$ cat src/sv/igb_pkg.sv
// shared types and constants of the gyro bias and scaling unit
package igb_pkg;

  localparam int AxisW     = 16;
  localparam int OutW      = 15;
  localparam int AccW      = 24;
  localparam int CountW    = 8;
  localparam int NumLanes  = 3;
  localparam int CfgIndexW = 2;
  localparam int InDataW   = 104;
  localparam int OutDataW  = 144;

  typedef enum logic [1:0] {
    MODE_FRAME,
    MODE_CAL,
    MODE_ARM,
    MODE_LOAD
  } mode_e;

  typedef enum logic [1:0] {
    ACC_HOLD,
    ACC_UPDATE,
    ACC_CLEAR
  } acc_op_e;

  typedef enum logic [1:0] {
    OFF_HOLD,
    OFF_ADD,
    OFF_LOAD
  } off_op_e;

  typedef enum logic [1:0] {
    REQ_NONE,
    REQ_WOM,
    REQ_STREAM
  } req_e;

  typedef enum logic [CfgIndexW-1:0] {
    CFG_MOTION_MASK,
    CFG_CAL_LENGTH,
    CFG_IDLE_RELOAD
  } cfg_index_e;

  typedef struct packed {
    acc_op_e acc_op;
    logic    capture;
    logic    frame;
    logic    advance;
    off_op_e off_op;
  } lane_ctrl_t;

endpackage

$ cat src/sv/igb_lane.sv
// one axis lane: leaky bias accumulator, stored offset and output scaling
module igb_lane
  import igb_pkg::*;
#(
  parameter int AVERAGE_DIVISOR = 16
) (
  input  logic              clk_i,
  input  logic              rst_ni,
  input  lane_ctrl_t        ctrl_i,
  input  logic [AxisW-1:0]  accel_i,
  input  logic [AxisW-1:0]  rate_i,
  output logic [OutW-1:0]   out_accel_o,
  output logic [OutW-1:0]   out_rate_o,
  output logic [AxisW-1:0]  bias_o
);

  // floor(2^32 / divisor), quotient estimate is at most one low
  localparam logic [31:0]     Recip = 32'((64'd1 << 32) / AVERAGE_DIVISOR);
  localparam logic [AccW-1:0] DivW  = AccW'(AVERAGE_DIVISOR);

  logic [AccW-1:0]    acc_q, acc_d;
  logic [AxisW-1:0]   offset_q, offset_d;
  logic [OutW-1:0]    sa_accel_q, sa_rate_q;
  logic [AxisW-1:0]   sa_load_q;
  logic [OutW-1:0]    out_accel_q, out_rate_q;
  logic [AxisW-1:0]   bias_q;

  logic [AccW-1:0]    mag;
  logic [AccW+31:0]   prod;
  logic [AccW-1:0]    q0, qd, rem, quo, quot;
  logic [AxisW:0]     neg_a, adj_a, adj_r;
  logic [OutW-1:0]    scaled_a, scaled_r;

  // truncating signed division of the accumulator by the divisor
  always_comb begin
    mag  = acc_q[AccW-1] ? (~acc_q + AccW'(1)) : acc_q;
    prod = (AccW+32)'(mag) * (AccW+32)'(Recip);
    q0   = prod[AccW+31:32];
    qd   = AccW'(q0 * DivW);
    rem  = mag - qd;
    quo  = (rem >= DivW) ? (q0 + AccW'(1)) : q0;
    quot = acc_q[AccW-1] ? (~quo + AccW'(1)) : quo;
  end

  always_comb begin
    neg_a    = ~{accel_i[AxisW-1], accel_i} + (AxisW+1)'(1);
    adj_a    = neg_a + (neg_a[AxisW] ? (AxisW+1)'(3) : (AxisW+1)'(0));
    scaled_a = adj_a[AxisW:2];
    adj_r    = {rate_i[AxisW-1], rate_i} +
               (rate_i[AxisW-1] ? (AxisW+1)'(1) : (AxisW+1)'(0));
    scaled_r = adj_r[AxisW-1:1];
  end

  always_comb begin
    acc_d = acc_q;
    unique case (ctrl_i.acc_op)
      ACC_UPDATE: begin
        acc_d = acc_q + {{(AccW-AxisW){rate_i[AxisW-1]}}, rate_i} - quot;
      end
      ACC_CLEAR: acc_d = '0;
      default:   acc_d = acc_q;
    endcase
  end

  // offset changes when the request moves into the output register
  always_comb begin
    offset_d = offset_q;
    if (ctrl_i.advance) begin
      unique case (ctrl_i.off_op)
        OFF_ADD:  offset_d = offset_q + quot[AxisW-1:0];
        OFF_LOAD: offset_d = sa_load_q;
        default:  offset_d = offset_q;
      endcase
    end
  end

  always_ff @(posedge clk_i or negedge rst_ni) begin
    if (!rst_ni) begin
      acc_q    <= '0;
      offset_q <= '0;
    end else begin
      if (ctrl_i.capture) begin
        acc_q <= acc_d;
      end
      offset_q <= offset_d;
    end
  end

  always_ff @(posedge clk_i) begin
    if (ctrl_i.capture) begin
      sa_accel_q <= ctrl_i.frame ? scaled_a : '0;
      sa_rate_q  <= ctrl_i.frame ? scaled_r : '0;
      sa_load_q  <= rate_i;
    end
    if (ctrl_i.advance) begin
      out_accel_q <= sa_accel_q;
      out_rate_q  <= sa_rate_q;
      bias_q      <= offset_d;
    end
  end

  assign out_accel_o = out_accel_q;
  assign out_rate_o  = out_rate_q;
  assign bias_o      = bias_q;

endmodule

$ cat src/sv/igb_ctrl.sv
// configuration registers, calibration and idle counters, pipeline flow control
module igb_ctrl
  import igb_pkg::*;
(
  input  logic                 clk_i,
  input  logic                 rst_ni,
  input  logic                 s_valid_i,
  output logic                 s_ready_o,
  input  mode_e                mode_i,
  input  logic [7:0]           status_i,
  input  logic                 cfg_valid_i,
  output logic                 cfg_ready_o,
  input  logic [CfgIndexW-1:0] cfg_index_i,
  input  logic [7:0]           cfg_data_i,
  output logic                 m_valid_o,
  input  logic                 m_ready_i,
  output logic                 done_o,
  output req_e                 req_o,
  output lane_ctrl_t           lane_ctrl_o
);

  logic [7:0]        mask_q, length_q, reload_q;
  logic [CountW-1:0] cal_left_q, cal_left_d, idle_left_q, idle_left_d;
  logic              av_q, ov_q;
  logic              a_done_q, a_done_d;
  req_e              a_req_q, a_req_d;
  off_op_e           a_off_q, a_off_d;
  logic              out_done_q;
  req_e              out_req_q;
  acc_op_e           acc_op;
  logic              advance, s_fire, frame;

  assign advance     = av_q && (!ov_q || m_ready_i);
  assign s_ready_o   = !av_q || advance;
  assign s_fire      = s_valid_i && s_ready_o;
  assign cfg_ready_o = 1'b1;

  always_comb begin
    cal_left_d  = cal_left_q;
    idle_left_d = idle_left_q;
    a_done_d    = 1'b0;
    a_req_d     = REQ_NONE;
    a_off_d     = OFF_HOLD;
    acc_op      = ACC_HOLD;
    frame       = 1'b0;
    unique case (mode_i)
      MODE_FRAME: begin
        frame = 1'b1;
        if ((status_i & mask_q) == 8'd0) begin
          if (cal_left_q != '0) begin
            acc_op     = ACC_UPDATE;
            cal_left_d = cal_left_q - CountW'(1);
            if (cal_left_q == CountW'(1)) begin
              a_done_d = 1'b1;
              a_off_d  = OFF_ADD;
            end
          end
          if (idle_left_q != '0) begin
            idle_left_d = idle_left_q - CountW'(1);
            if (idle_left_q == CountW'(1)) begin
              a_req_d = REQ_WOM;
            end
          end
        end else begin
          idle_left_d = reload_q;
          a_req_d     = REQ_STREAM;
        end
      end
      MODE_CAL: begin
        acc_op     = ACC_CLEAR;
        cal_left_d = length_q;
      end
      MODE_ARM:  idle_left_d = reload_q;
      MODE_LOAD: a_off_d = OFF_LOAD;
      default:   frame = 1'b0;
    endcase
  end

  always_comb begin
    lane_ctrl_o.acc_op  = s_fire ? acc_op : ACC_HOLD;
    lane_ctrl_o.capture = s_fire;
    lane_ctrl_o.frame   = frame;
    lane_ctrl_o.advance = advance;
    lane_ctrl_o.off_op  = a_off_q;
  end

  always_ff @(posedge clk_i or negedge rst_ni) begin
    if (!rst_ni) begin
      mask_q      <= 8'd64;
      length_q    <= 8'd64;
      reload_q    <= 8'd160;
      cal_left_q  <= '0;
      idle_left_q <= '0;
      av_q        <= 1'b0;
      ov_q        <= 1'b0;
      a_done_q    <= 1'b0;
      a_req_q     <= REQ_NONE;
      a_off_q     <= OFF_HOLD;
      out_done_q  <= 1'b0;
      out_req_q   <= REQ_NONE;
    end else begin
      if (cfg_valid_i) begin
        unique case (cfg_index_e'(cfg_index_i))
          CFG_MOTION_MASK: mask_q   <= cfg_data_i;
          CFG_CAL_LENGTH:  length_q <= cfg_data_i;
          CFG_IDLE_RELOAD: reload_q <= cfg_data_i;
          default: ;
        endcase
      end
      if (s_fire) begin
        cal_left_q  <= cal_left_d;
        idle_left_q <= idle_left_d;
        a_done_q    <= a_done_d;
        a_req_q     <= a_req_d;
        a_off_q     <= a_off_d;
      end
      if (s_fire) begin
        av_q <= 1'b1;
      end else if (advance) begin
        av_q <= 1'b0;
      end
      if (advance) begin
        ov_q       <= 1'b1;
        out_done_q <= a_done_q;
        out_req_q  <= a_req_q;
      end else if (m_ready_i) begin
        ov_q <= 1'b0;
      end
    end
  end

  assign m_valid_o = ov_q;
  assign done_o    = out_done_q;
  assign req_o     = out_req_q;

  // a request held in the first stage keeps its flags while the output stalls
  assert property (@(posedge clk_i) disable iff (!rst_ni)
    av_q && !advance |=> av_q && $stable(a_done_q) && $stable(a_off_q))
    else $error("stalled first stage lost its request");

  // a finished calibration always folds the accumulator into the offset
  assert property (@(posedge clk_i) disable iff (!rst_ni)
    av_q && a_done_q |-> a_off_q == OFF_ADD)
    else $error("calibration done without offset update");

  // input is refused only when both stages are full and the output stalls
  assert property (@(posedge clk_i) disable iff (!rst_ni)
    !s_ready_o |-> av_q && ov_q && !m_ready_i)
    else $error("input refused with room in the pipeline");

endmodule

$ cat src/sv/imu_gyro_bias_and_scaling_unit.sv
// top level of the gyro bias calibration and output scaling unit
// Takes one request per clock while the output side keeps up, and returns one
// result per request: the first stage updates the three axis accumulators
// and the calibration and idle counters, the second folds the accumulator
// into the gyro offset and loads the output register. An empty first stage
// can take a request while the output stalls, so a stalled output holds one
// result and one request in flight.
// Each axis lane divides its accumulator by AVERAGE_DIVISOR with a reciprocal
// multiply and a single correction step, so any divisor in 2 to 256 works.
// Configuration writes are always accepted and should be made while idle.
module imu_gyro_bias_and_scaling_unit
  import igb_pkg::*;
#(
  parameter int AVERAGE_DIVISOR = 16
) (
  input  logic                 clk_i,
  input  logic                 rst_ni,
  input  logic                 s_axis_tvalid,
  output logic                 s_axis_tready,
  // int_status, accel_x, accel_y, accel_z, rate_x, rate_y, rate_z
  input  logic [InDataW-1:0]   s_axis_tdata,
  // mode
  input  logic [1:0]           s_axis_tuser,
  input  logic                 cfg_valid_i,
  output logic                 cfg_ready_o,
  input  logic [CfgIndexW-1:0] cfg_index_i,
  input  logic [7:0]           cfg_data_i,
  output logic                 m_axis_tvalid,
  input  logic                 m_axis_tready,
  // out_accel_x/y/z, out_rate_x/y/z, bias_x/y/z, calibration_done,
  // mode_request, zero padding
  output logic [OutDataW-1:0]  m_axis_tdata
);

  lane_ctrl_t       lane_ctrl;
  logic             done;
  req_e             req;
  logic [OutW-1:0]  out_accel [NumLanes];
  logic [OutW-1:0]  out_rate  [NumLanes];
  logic [AxisW-1:0] bias      [NumLanes];

  igb_ctrl u_ctrl (
    .clk_i       (clk_i),
    .rst_ni      (rst_ni),
    .s_valid_i   (s_axis_tvalid),
    .s_ready_o   (s_axis_tready),
    .mode_i      (mode_e'(s_axis_tuser)),
    .status_i    (s_axis_tdata[7:0]),
    .cfg_valid_i (cfg_valid_i),
    .cfg_ready_o (cfg_ready_o),
    .cfg_index_i (cfg_index_i),
    .cfg_data_i  (cfg_data_i),
    .m_valid_o   (m_axis_tvalid),
    .m_ready_i   (m_axis_tready),
    .done_o      (done),
    .req_o       (req),
    .lane_ctrl_o (lane_ctrl)
  );

  for (genvar g = 0; g < NumLanes; g++) begin : g_lane
    igb_lane #(
      .AVERAGE_DIVISOR (AVERAGE_DIVISOR)
    ) u_lane (
      .clk_i       (clk_i),
      .rst_ni      (rst_ni),
      .ctrl_i      (lane_ctrl),
      .accel_i     (s_axis_tdata[8 + AxisW*g +: AxisW]),
      .rate_i      (s_axis_tdata[8 + AxisW*(NumLanes+g) +: AxisW]),
      .out_accel_o (out_accel[g]),
      .out_rate_o  (out_rate[g]),
      .bias_o      (bias[g])
    );
  end

  // merge the lane results with the shared flags into one output word
  assign m_axis_tdata = {3'b000, req, done,
                         bias[2], bias[1], bias[0],
                         out_rate[2], out_rate[1], out_rate[0],
                         out_accel[2], out_accel[1], out_accel[0]};

endmodule

$ cat config.mk
export PLATFORM = sky130hd
export DESIGN_NAME = imu_gyro_bias_and_scaling_unit
export DESIGN_NICKNAME = d
export VERILOG_FILES = /design/src/sv/igb_pkg.sv /design/src/sv/igb_lane.sv /design/src/sv/igb_ctrl.sv /design/src/sv/imu_gyro_bias_and_scaling_unit.sv
export SDC_FILE = /design/constraint.sdc
export NUM_CORES = 1
export LEC_CHECK = 0
export BUFFER_PORTS_ARGS = -buffer_cell sky130_fd_sc_hd__buf_2
export CORE_UTILIZATION = 50
export CTS_BUF_LIST = sky130_fd_sc_hd__clkbuf_16
export DETAILED_ROUTE_END_ITERATION = 16
export GPL_TIMING_DRIVEN = 1
export HOLD_SLACK_MARGIN = 0.15
export PLACE_DENSITY_LB_ADDON = 0.25
export SLEW_MARGIN = 20
export SYNTH_ARGS = -nofsm -noshare
export SYNTH_HDL_FRONTEND = slang
export SYNTH_SLANG_ARGS = --single-unit
$ cat constraint.sdc
create_clock -name clk_i -period 10.7 [get_ports clk_i]
set_input_delay 2.14 -clock clk_i [delete_from_list [all_inputs] [get_ports clk_i]]
set_output_delay 2.14 -clock clk_i [all_outputs]
set_load 0.01 [all_outputs]
* Yosys cells after proc, flatten, opt, wreduce, memory -nomap -nowiden *
Cells that the tools add are included.
Widths: inputs -> output; s select.

word-level totals
  output and inout port bits = 147
  register bits after elaboration = 446
  word-level logic and storage cells = 168

cells by class
  order comparisons = 3
  equal/unequal tests = 14
  reduce and logical (&&, ||, !) cells = 22
  bitwise operators = 10
  muxes and demuxes = 51
  add/sub/neg operators = 32

operator list
  operator               count
  $mux 24                9
  $add 24x1->24 const B  6
  $not 24->24            6
  $pmux 24 s2            3
  $sub 24x24->24         6
  $pmux 16 s2            3
  $add 24x24->24         3
  $ge 24x5->1 const B    3
  $add 20x1->21 const B  3
  $add 17x1->17 const B  3
  $add 17x17->17         3
  $not 17->17            3
  $add 16x1->16          3
  $add 16x16->16         3
  $mux 16                3
  $mux 8                 4
  $pmux 8 s2             2
  $mux 2                 10
  $eq 8x1->1 const B     2
  $reduce_bool 8->1      2
  $sub 8x1->8 const B    2
  $mux 1                 15
  $eq 2x2->1 const B     5
  $reduce_bool 2->1      5
  other kinds (13)       25

* Longest topological paths before layout *
Gate-level depths: netlist (run 1).

  depth after elaboration = 12
  gate-level depth with buffers = 23

* Hierarchy *
Synthesis (run 1) repeated with hierarchy kept, for this count alone.

unflattened totals
  cells, all modules = 2,610
  area total of the unflattened synthesis = 27,911.8 µm²

by module, submodules not included
  module                          seq. area each (µm²)  times used  area each (µm²)  cells each
  igb_lane at g_lane[0].u_lane    3,763.6               1           8,520.7          796
  igb_lane at g_lane[2].u_lane    3,763.6               1           8,506.9          800
  igb_lane at g_lane[1].u_lane    3,763.6               1           8,431.8          789
  igb_ctrl                        1,231.2               1           2,418.6          220
  imu_gyro_bias_and_scaling_unit  0.0                   1           33.8             5

* Worst setup path after synthesis (run 1) *
No wires, ideal clock.

  path type = input to register
  from = in m_axis_tready
  to = reg g_lane[0].u_lane.sa_accel_q[0] (enable)
  path slack = 4.995 ns
  arrival time = 5.213 ns
  stages = 3
  setup time = 0.492 ns
  cells stage by stage = nand3b_1 nand2_1 inv_1

RTL lines
  element                 line                                  source
  start: declaration      imu_gyro_bias_and_scaling_unit.sv:29  input logic m_axis_tready,
  end signal: assignment  igb_lane.sv:91                        sa_accel_q <= ctrl_i.frame ? scaled_a : '0;
  end: declaration        igb_lane.sv:23                        logic [OutW-1:0] sa_accel_q, sa_rate_q;

* Worst setup path in the final report (run 1) *
  from = reg g_lane[2].u_lane.acc_q[2]
  to = reg g_lane[2].u_lane.acc_q[23]

on the way
  word-level cells in the longest chain between the ends = 11
  elaborated cells between the ends (all ways) = 13
  classes of those cells = add/sub: 6; order compare: 1; mux: 4; bitwise: 2

ends and longest elaborated chain
  element                   line            source
  start: declaration        igb_lane.sv:21  logic [AccW-1:0] acc_q, acc_d;
  start signal: assignment  igb_lane.sv:79  acc_q <= '0;
  start signal: assignment  igb_lane.sv:83  acc_q <= acc_d;
  $not 24->24               igb_lane.sv:36  mag = acc_q[AccW-1] ? (~acc_q + AccW'(1)) : acc_q;
  $add 24x1->24             igb_lane.sv:36
  $mux 24                   igb_lane.sv:36
  $sub 24x24->24            igb_lane.sv:40  rem = mag - qd;
  $ge 24x5->1               igb_lane.sv:41  quo = (rem >= DivW) ? (q0 + AccW'(1)) : q0;
  $mux 24                   igb_lane.sv:41
  $not 24->24               igb_lane.sv:42  quot = acc_q[AccW-1] ? (~quo + AccW'(1)) : quo;
  $add 24x1->24             igb_lane.sv:42
  $mux 24                   igb_lane.sv:42
  $sub 24x24->24 *          igb_lane.sv:58  acc_d = acc_q + {{(AccW-AxisW){rate_i[AxisW-1]}}, rate_i} - quot;
  $pmux 24 s2 *             igb_lane.sv:56  unique case (ctrl_i.acc_op)

Every way passes the cells marked *; elsewhere a longest branch is shown, timed or not.
A chain may end at the register's enable or synchronous reset.

==> impl_results.md, run 1 <==
* Status: finished clean
* Worst vdd ir at 0.155 mV
* Routed vias/inst at 5.87
* H-tree depth at 2
* Max Freq at 167 MHz
* Yosys warns at 0
* CTS Buf Count at 48
* WL final at 69400 um
* Core area at 53100 sq um
* Boundary Pins at 268
* RSZ-0062 raised after global routing: no
* Global-route wire length before repair at 111000 um
* Grt ovf at 0
* Int Pwr at 5.70 mW
* Startpoint Class: flip-flop
* Clock buffer depth at 3
* Yosys top cell area share at 0.306
* WP data arrival at 6.46 ns
* Drt initial violations at 1490
* CTS tree: built
* Setup crit end kind: flip-flop
* Antenna violations before repair at 1
* Routed wl met3 at 4260 um
* Fin cells at 3528
* Sequential area share after synthesis at 0.462
* Initial Util at 0.511
* P&R area growth vs syn at 12.8%
* Worst-margin pin slew at 1.14 ns
* Clk network pwr share at 0.159
* Finished Core Util at 0.576
* Combinational share of power at 0.586
* # nets final at 3130
* Post-Syn Instances at 2566
* Worst EP required at 11.17 ns
* # setup viols final at 0
* Top_reg_cell synth: edfxtp_1
* Pwr Density at 332 nW/um^2
* CTS clock-pin slew for the worst setup and hold paths at 0.06 ns
* Setup TNS at 0 ns
* Final hold viol count at 0
* CTS resizes at 0
* Final Skew at 0.0266 ns
* Clock Latency Late Sink at 0.61 ns
* Min Tclk post-route at 5.99 ns
* Hold Path Class: reg -> reg
* Crit share post-route at 0.560
* Switch Pwr at 4.47 mW
* Placed instance count at 3438
* Full die area at 55200 sq um
* Share of cells above drive strength 1 at 0.150
* Flops & latches, synth at 445
* Top post-synthesis cells by area: edfxtp_1 (31%), dfrtp_1 (15%), ha_1 (6.3%)
* # DRC at 0
* # rows at 84
* Met1 Routed Length at 31700 um
* Largest net degree at the start of global routing at 83
* IO buf count at 263
* Clk root buf: clkbuf_16
* Final HPWL DP at 50100 um
* Final Wtd Congestion at 0.943
* Synth Area per Inst at 10.6 sq um
* Vias in the first global route at 20100
* Via count at 20700
* WL met2 at 31600 um
* Crit Path Category: reg -> reg
* Antenna cells at 0
* Synth Cell Area at 27100 sq um
* Slew HR at 0.241
* Switching share of power at 0.439
* Asr flop ratio synth at 0.380
* Drt wl/cell at 19.7 um
* Max-slew violation count at 0
* Post-CTS Hold Buffers at 0
* Distinct cell type count after synthesis at 88
* Die Ht at 235 um
* Max FO, Critical Path at 6
* Clock Sinks at 445
* Number of max-cap violations at 0
* All-Layer GR Usage at 0.252
* Highest Signal Layer: met4
* Pre-antenna DRT Iters at 7
* Die W at 235 um
* Sequential share of power at 0.255
* Post CTS Setup Buffer Count at 0
* Leak at 12.5 nW
* Antenna Nets Post-Route at 0
* Post-synth EDFFs at 276
* Synth area leader: edfxtp_1
state kept, by name, summed over array words and instances, names as in the netlist, 8 cells and up:
register / flops
u_ctrl.reload_q: 8
g_lane.u_lane.out_accel_o: 45
u_ctrl.mask_q: 8
u_ctrl.length_q: 8
g_lane.u_lane.sa_load_q: 48
u_ctrl.cal_left_q: 8
g_lane.u_lane.acc_q: 72
u_ctrl.idle_left_q: 8
g_lane.u_lane.sa_accel_q: 45
g_lane.u_lane.bias_o: 48
g_lane.u_lane.out_rate_o: 45
g_lane.u_lane.sa_rate_q: 45
g_lane.u_lane.offset_q: 48
metal layers:
metal	GRT usage	up-vias
met3	0.0329	83
li1	-	9774
met1	0.363	10200
met5	0	-
met4	0.0789	0
met2	0.395	653
power by group through the flow:
stage                     registers (mW)  clock network, mW  logic (mW)
final                               2.60               1.61        5.95
after global routing                2.65               1.72        6.68
after CTS                           2.59               1.65        5.90
after detailed placement            2.62                  0        5.85
after global placement              2.61                  0        5.71
after floorplan                     2.49                  0        4.73
per-stage QoR:
step / instance area [sq um] / setup slack [ns] / hold slack [ns] / total power, mW
2_1_floorplan: 27100 / 5.00 / 0.400 / 7.21
3_3_place_gp: 29100 / 4.63 / 0.401 / 8.32
3_5_place_dp: 29100 / 4.60 / 0.405 / 8.48
4_1_cts: 30600 / 4.85 / 0.413 / 10.1
5_1_grt: 30600 / 4.17 / 0.421 / 11.0
6_report: 30600 / 4.71 / 0.415 / 10.2
path summary, 6_finish.rpt:
path / startpoint / depth (start not counted) / to / slack, ns
max in group asynchronous: rst_ni / 2 / g_lane[0].u_lane.offset_q[5] / 7.77
setup / recovery: g_lane[2].u_lane.acc_q[2] / 19 / g_lane[2].u_lane.acc_q[23] / 4.71
hold reg to reg: g_lane[0].u_lane.sa_accel_q[8] / 0 / g_lane[0].u_lane.out_accel_o[8] / 0.41
setup reg to reg: g_lane[2].u_lane.acc_q[2] / 19 / g_lane[2].u_lane.acc_q[23] / 4.71
hold / removal: g_lane[0].u_lane.sa_accel_q[8] / 0 / g_lane[0].u_lane.out_accel_o[8] / 0.41
min in group asynchronous: rst_ni / 1 / u_ctrl.mask_q[3] / 1.58
critical path: stages, from the launching register on:
cell	delay, ns
dfrtp_1	0.41
nor4_1	0.64
nand4_1	0.45
nor4_1	0.49
a311o_1	0.22
nor2b_1	0.28
nor3_1	0.15
a32oi_1	0.34
xor2_1	0.21
fa_1	0.44
ha_1	0.39
a21oi_1	0.17
o21ai_0	0.16
a211oi_1	0.37
o21ai_0	0.15
o221ai_1	0.30
mux2i_1	0.22
nand4_1	0.13
a32oi_1	0.25
nand2b_1	0.08
synthesized netlist by cell type, types with 35 or more instances:
master,count
fa_1,72
clkbuf_1,86
a21oi_1,117
edfxtp_1,276
inv_1,144
xor2_1,99
ha_1,137
a22o_1,46
dfrtp_1,165
nor2_1,280
nand2_1,160
o21ai_0,122
a21o_1,35
nand3_1,62
xnor2_1,161
nor3_1,68
kinds of logic after synthesis:
logic type               share of synthesized area
AO/OA/AOI/OAI                                0.140
multiplexers                                0.0151
buffers and inverters                       0.0350
AND/OR/NAND/NOR                              0.147
flip-flops                                   0.462
other                                     0.000277
XOR/XNOR                                    0.0849
adder cells (fa/ha/maj)                      0.117
layout make-up:
type	count	area, sq um
multi-input combinational	1881	13700
timing repair buffer	280	1450
inverter	144	551
tap	688	861
clock buffer	50	1250
clock inverter	40	284
sequential	445	12500
fill	4484	22500
layout by cell type, fill, tap and decap left out, drive strengths merged, types with 31 or more instances in the layout:
| master | instances |
|---|---|
| fa | 72 |
| nand4 | 31 |
| xor2 | 99 |
| mux2 | 31 |
| o21ai | 129 |
| edfxtp | 276 |
| nor3 | 69 |
| nor2 | 280 |
| ha | 137 |
| clkbuf | 50 |
| inv | 157 |
| a221oi | 33 |
| xnor2 | 161 |
| a21oi | 117 |
| a21o | 35 |
| buf | 280 |
| or3 | 32 |
| a22o | 46 |
| dfrtp | 165 |
| nand3 | 62 |
| nand2 | 160 |
No activity file was read; power rests on OpenSTA's default activity.
==> inputs of run 2 (changes only) <==
==> constraint.sdc (replaced) <==
create_clock -name clk_i -period 6.1 [get_ports clk_i]
set_input_delay 1.22 -clock clk_i [delete_from_list [all_inputs] [get_ports clk_i]]
set_output_delay 1.22 -clock clk_i [all_outputs]
set_load 0.01 [all_outputs]
==> impl_results.md, run 2 (synthesized netlist as in run 1, its figures left out) <==
* R2R Setup Slk at 0.35 ns (was 4.71 ns)
* Drt wl/cell at 20.0 um (was 19.7 um)
* CP Cell Sequence: or4_1 -> nand2_1 -> xnor2_1 -> inv_1 -> ha_1 -> nand4_1 -> buf_4 -> mux2i_1 -> nand2_1 -> xnor2_1 -> inv_1 -> fa_1 -> ha_1 -> a21o_1 -> a21oi_1 -> o21a_1 -> a32oi_1 -> o311ai_1 -> a31oi_1 -> or3_1 -> a2111oi_0 -> a221o_1 (was nor4_1 -> nand4_1 -> nor4_1 -> a311o_1 -> nor2b_1 -> nor3_1 -> a32oi_1 -> xor2_1 -> fa_1 -> ha_1 -> a21oi_1 -> o21ai_0 -> a211oi_1 -> o21ai_0 -> o221ai_1 -> mux2i_1 -> nand4_1 -> a32oi_1 -> nand2b_1)
* # nets final at 3138 (was 3130)
* # setup viols final at 0 (unchanged)
* Max FO, Critical Path at 7 (was 6)
* Worst-margin pin slew at 1.07 ns (was 1.14 ns)
* H-tree depth at 2 (unchanged)
* Final Wtd Congestion at 0.930 (was 0.943)
* Worst EP required at 6.63 ns (was 11.17 ns)
* Highest Signal Layer: met4 (unchanged)
* Pwr Density at 587 nW/um^2 (was 332 nW/um^2)
* Final Skew at 0.0158 ns (was 0.0266 ns)
* Worst vdd ir at 0.311 mV (was 0.155 mV)
* Critical Path Max Stage Delay at 0.68 ns (was 0.64 ns)
* Crit path buffers/inverters at 3 (was 0)
* WL met2 at 31600 um (about the same)
* # DRC at 0 (unchanged)
* Startpoint Class: flip-flop (unchanged)
* Switching share of power at 0.445 (was 0.439)
* Slew HR at 0.283 (was 0.241)
* Hold Path Class: reg -> reg (unchanged)
* CTS Buf Count at 49 (was 48)
* Clock Sinks at 445 (unchanged)
* Setup crit end kind: flip-flop (unchanged)
* Clk root buf: clkbuf_16 (unchanged)
* Final HPWL DP at 51000 um (was 50100 um)
* Pre-antenna DRT Iters at 6 (was 7)
* Min Tclk post-route at 5.75 ns (was 5.99 ns)
* Placed instance count at 3444 (was 3438)
* Initial Util at 0.511 (unchanged)
* HP Start: g_lane[0].u_lane.sa_accel_q[5] (was g_lane[0].u_lane.sa_accel_q[8])
* DP Area at 29100 sq um (about the same)
* Combinational share of power at 0.594 (was 0.586)
* CTS tree: built (unchanged)
* All-Layer GR Usage at 0.255 (was 0.252)
* Slowest cell on the critical path: or4_1 (was nor4_1)
* Crit share post-route at 0.943 (was 0.560)
* Die Ht at 235 um (unchanged)
* Drt initial violations at 1453 (was 1490)
* Worst Setup EP: g_lane[0].u_lane.acc_q[23] (was g_lane[2].u_lane.acc_q[23])
* Critical R2R Launch: g_lane[0].u_lane.acc_q[2] (was g_lane[2].u_lane.acc_q[2])
* Clk network pwr share at 0.153 (was 0.159)
* R2R cell count at 22 (was 19)
* Antenna violations before repair at 2 (was 1)
* Clock Latency Late Sink at 0.60 ns (was 0.61 ns)
* Number of max-cap violations at 0 (unchanged)
* Largest reg by FF count: g_lane.u_lane.acc_q (unchanged)
* Status: finished clean (unchanged)
* IO buf count at 263 (unchanged)
* Worst path depth at 22 (was 19)
* Core area at 53100 sq um (unchanged)
* Sequential share of power at 0.253 (was 0.255)
* Full die area at 55200 sq um (unchanged)
* Max-slew violation count at 0 (unchanged)
* WL final at 70700 um (was 69400 um)
* Switch Pwr at 8.00 mW (was 4.47 mW)
* Crit Path Category: reg -> reg (unchanged)
* CTS clock-pin slew for the worst setup and hold paths at 0.06 ns (about the same)
* Die W at 235 um (unchanged)
* Leading cell type in the layout, fill and taps excluded: nor2_1 (unchanged)
* Post-Layout Inst Area at 30600 sq um (about the same)
* Crit path from: g_lane[0].u_lane.acc_q[2] (was g_lane[2].u_lane.acc_q[2])
* Most frequent cells in the layout: nor2_1 (277), edfxtp_1 (276), buf_2 (262), dfrtp_1 (165), xnor2_1 (161) (was nor2_1 (278), edfxtp_1 (276), buf_2 (262), dfrtp_1 (165), xnor2_1 (161))
* Top delay family on crit path: compound AO/OA/AOI/OAI gates (was simple AND/OR/NAND/NOR gates)
* Final hold viol count at 0 (unchanged)
* Antenna Nets Post-Route at 0 (unchanged)
* # rows at 84 (unchanged)
* Global-route wire length before repair at 112000 um (was 111000 um)
* Fin cells at 3538 (was 3528)
* Vias in the first global route at 20500 (was 20100)
* Largest net degree at the start of global routing at 92 (was 83)
* Reg2reg end: g_lane[0].u_lane.acc_q[23] (was g_lane[2].u_lane.acc_q[23])
* Power Total at 18.0 mW (was 10.2 mW)
* Routed vias/inst at 5.93 (was 5.87)
* Clock buffer depth at 3 (unchanged)
* Largest register FFs at 72 (unchanged)
* Leak at 12.6 nW (was 12.5 nW)
* Finished Core Util at 0.577 (was 0.576)
* Max Freq at 174 MHz (was 167 MHz)
* Grt ovf at 0 (unchanged)
* Met1 Routed Length at 32100 um (was 31700 um)
* Post-CTS Hold Buffers at 0 (unchanged)
* Int Pwr at 9.98 mW (was 5.70 mW)
* Via count at 21000 (was 20700)
* Routed wl met3 at 4710 um (was 4260 um)
* P&R area growth vs syn at 12.9% (was 12.8%)
* WP data arrival at 6.28 ns (was 6.46 ns)
* Boundary Pins at 268 (unchanged)
* Share of cells above drive strength 1 at 0.152 (was 0.150)
==> run 2: cell count changes in the layout (fill, tap and decap cells not counted), sizes merged <==
cell      before  now
inv          157  162
clkinvlp       4    2
bufinv         2    1
diode          0    1
buf          280  287
clkinv        21   22
clkbuf        50   49
==> run 2: area by class of cell <==
cell class	count	area, sq um
Antenna cell	1	2.50
Clock buffer	49	1230
Clock inverter	43	240
Fill cell	4467	22500
Inverter	144	551
Multi-Input combinational cell	1881	13700
Sequential cell	445	12500
Tap cell	688	861
Timing Repair Buffer	287	1520
==> run 2: worst min path at each step <==
| stage | end | slack (ns) | depth (start not counted) |
|---|---|---|---|
| after global routing | g_lane[0].u_lane.out_accel_o[5] | 0.41 | 0 |
| after detailed placement | g_lane[0].u_lane.out_accel_o[1] | 0.40 | 0 |
| after floorplan | g_lane[0].u_lane.out_accel_o[0] | 0.40 | 0 |
| final | g_lane[0].u_lane.out_accel_o[5] | 0.41 | 0 |
| after CTS | g_lane[0].u_lane.out_accel_o[5] | 0.41 | 0 |
| after global placement | g_lane[0].u_lane.out_accel_o[7] | 0.40 | 0 |
==> run 2: per-stage QoR <==
step           hold WS [ns]  setup TNS, ns  setup slack, ns
2_1_floorplan         0.400              0            0.976
3_3_place_gp          0.401              0            0.609
3_5_place_dp          0.405              0            0.374
4_1_cts               0.413              0            0.343
5_1_grt               0.412        -0.0188          -0.0188
6_report              0.412              0            0.348
==> run 2: repair_timing <==
item	CTS	global route
endpoints found under the setup margin	0	3
buffers inserted	0	1
gates resized for setup	0	3
==> run 2: power by group through the flow <==
stage	clock network [mW]	logic (mW)	registers [mW]
5_1_grt	2.93	11.9	4.64
6_report	2.75	10.7	4.54
3_5_place_dp	0	10.5	4.59
2_1_floorplan	0	8.29	4.36
4_1_cts	2.83	10.6	4.54
3_3_place_gp	0	10.2	4.55
==> run 2: per-layer routing <==
metal	vias to the layer above	track usage
met3	134	0.0458
met1	10300	0.360
met5	-	0
met2	766	0.396
li1	9799	-
met4	0	0.0909
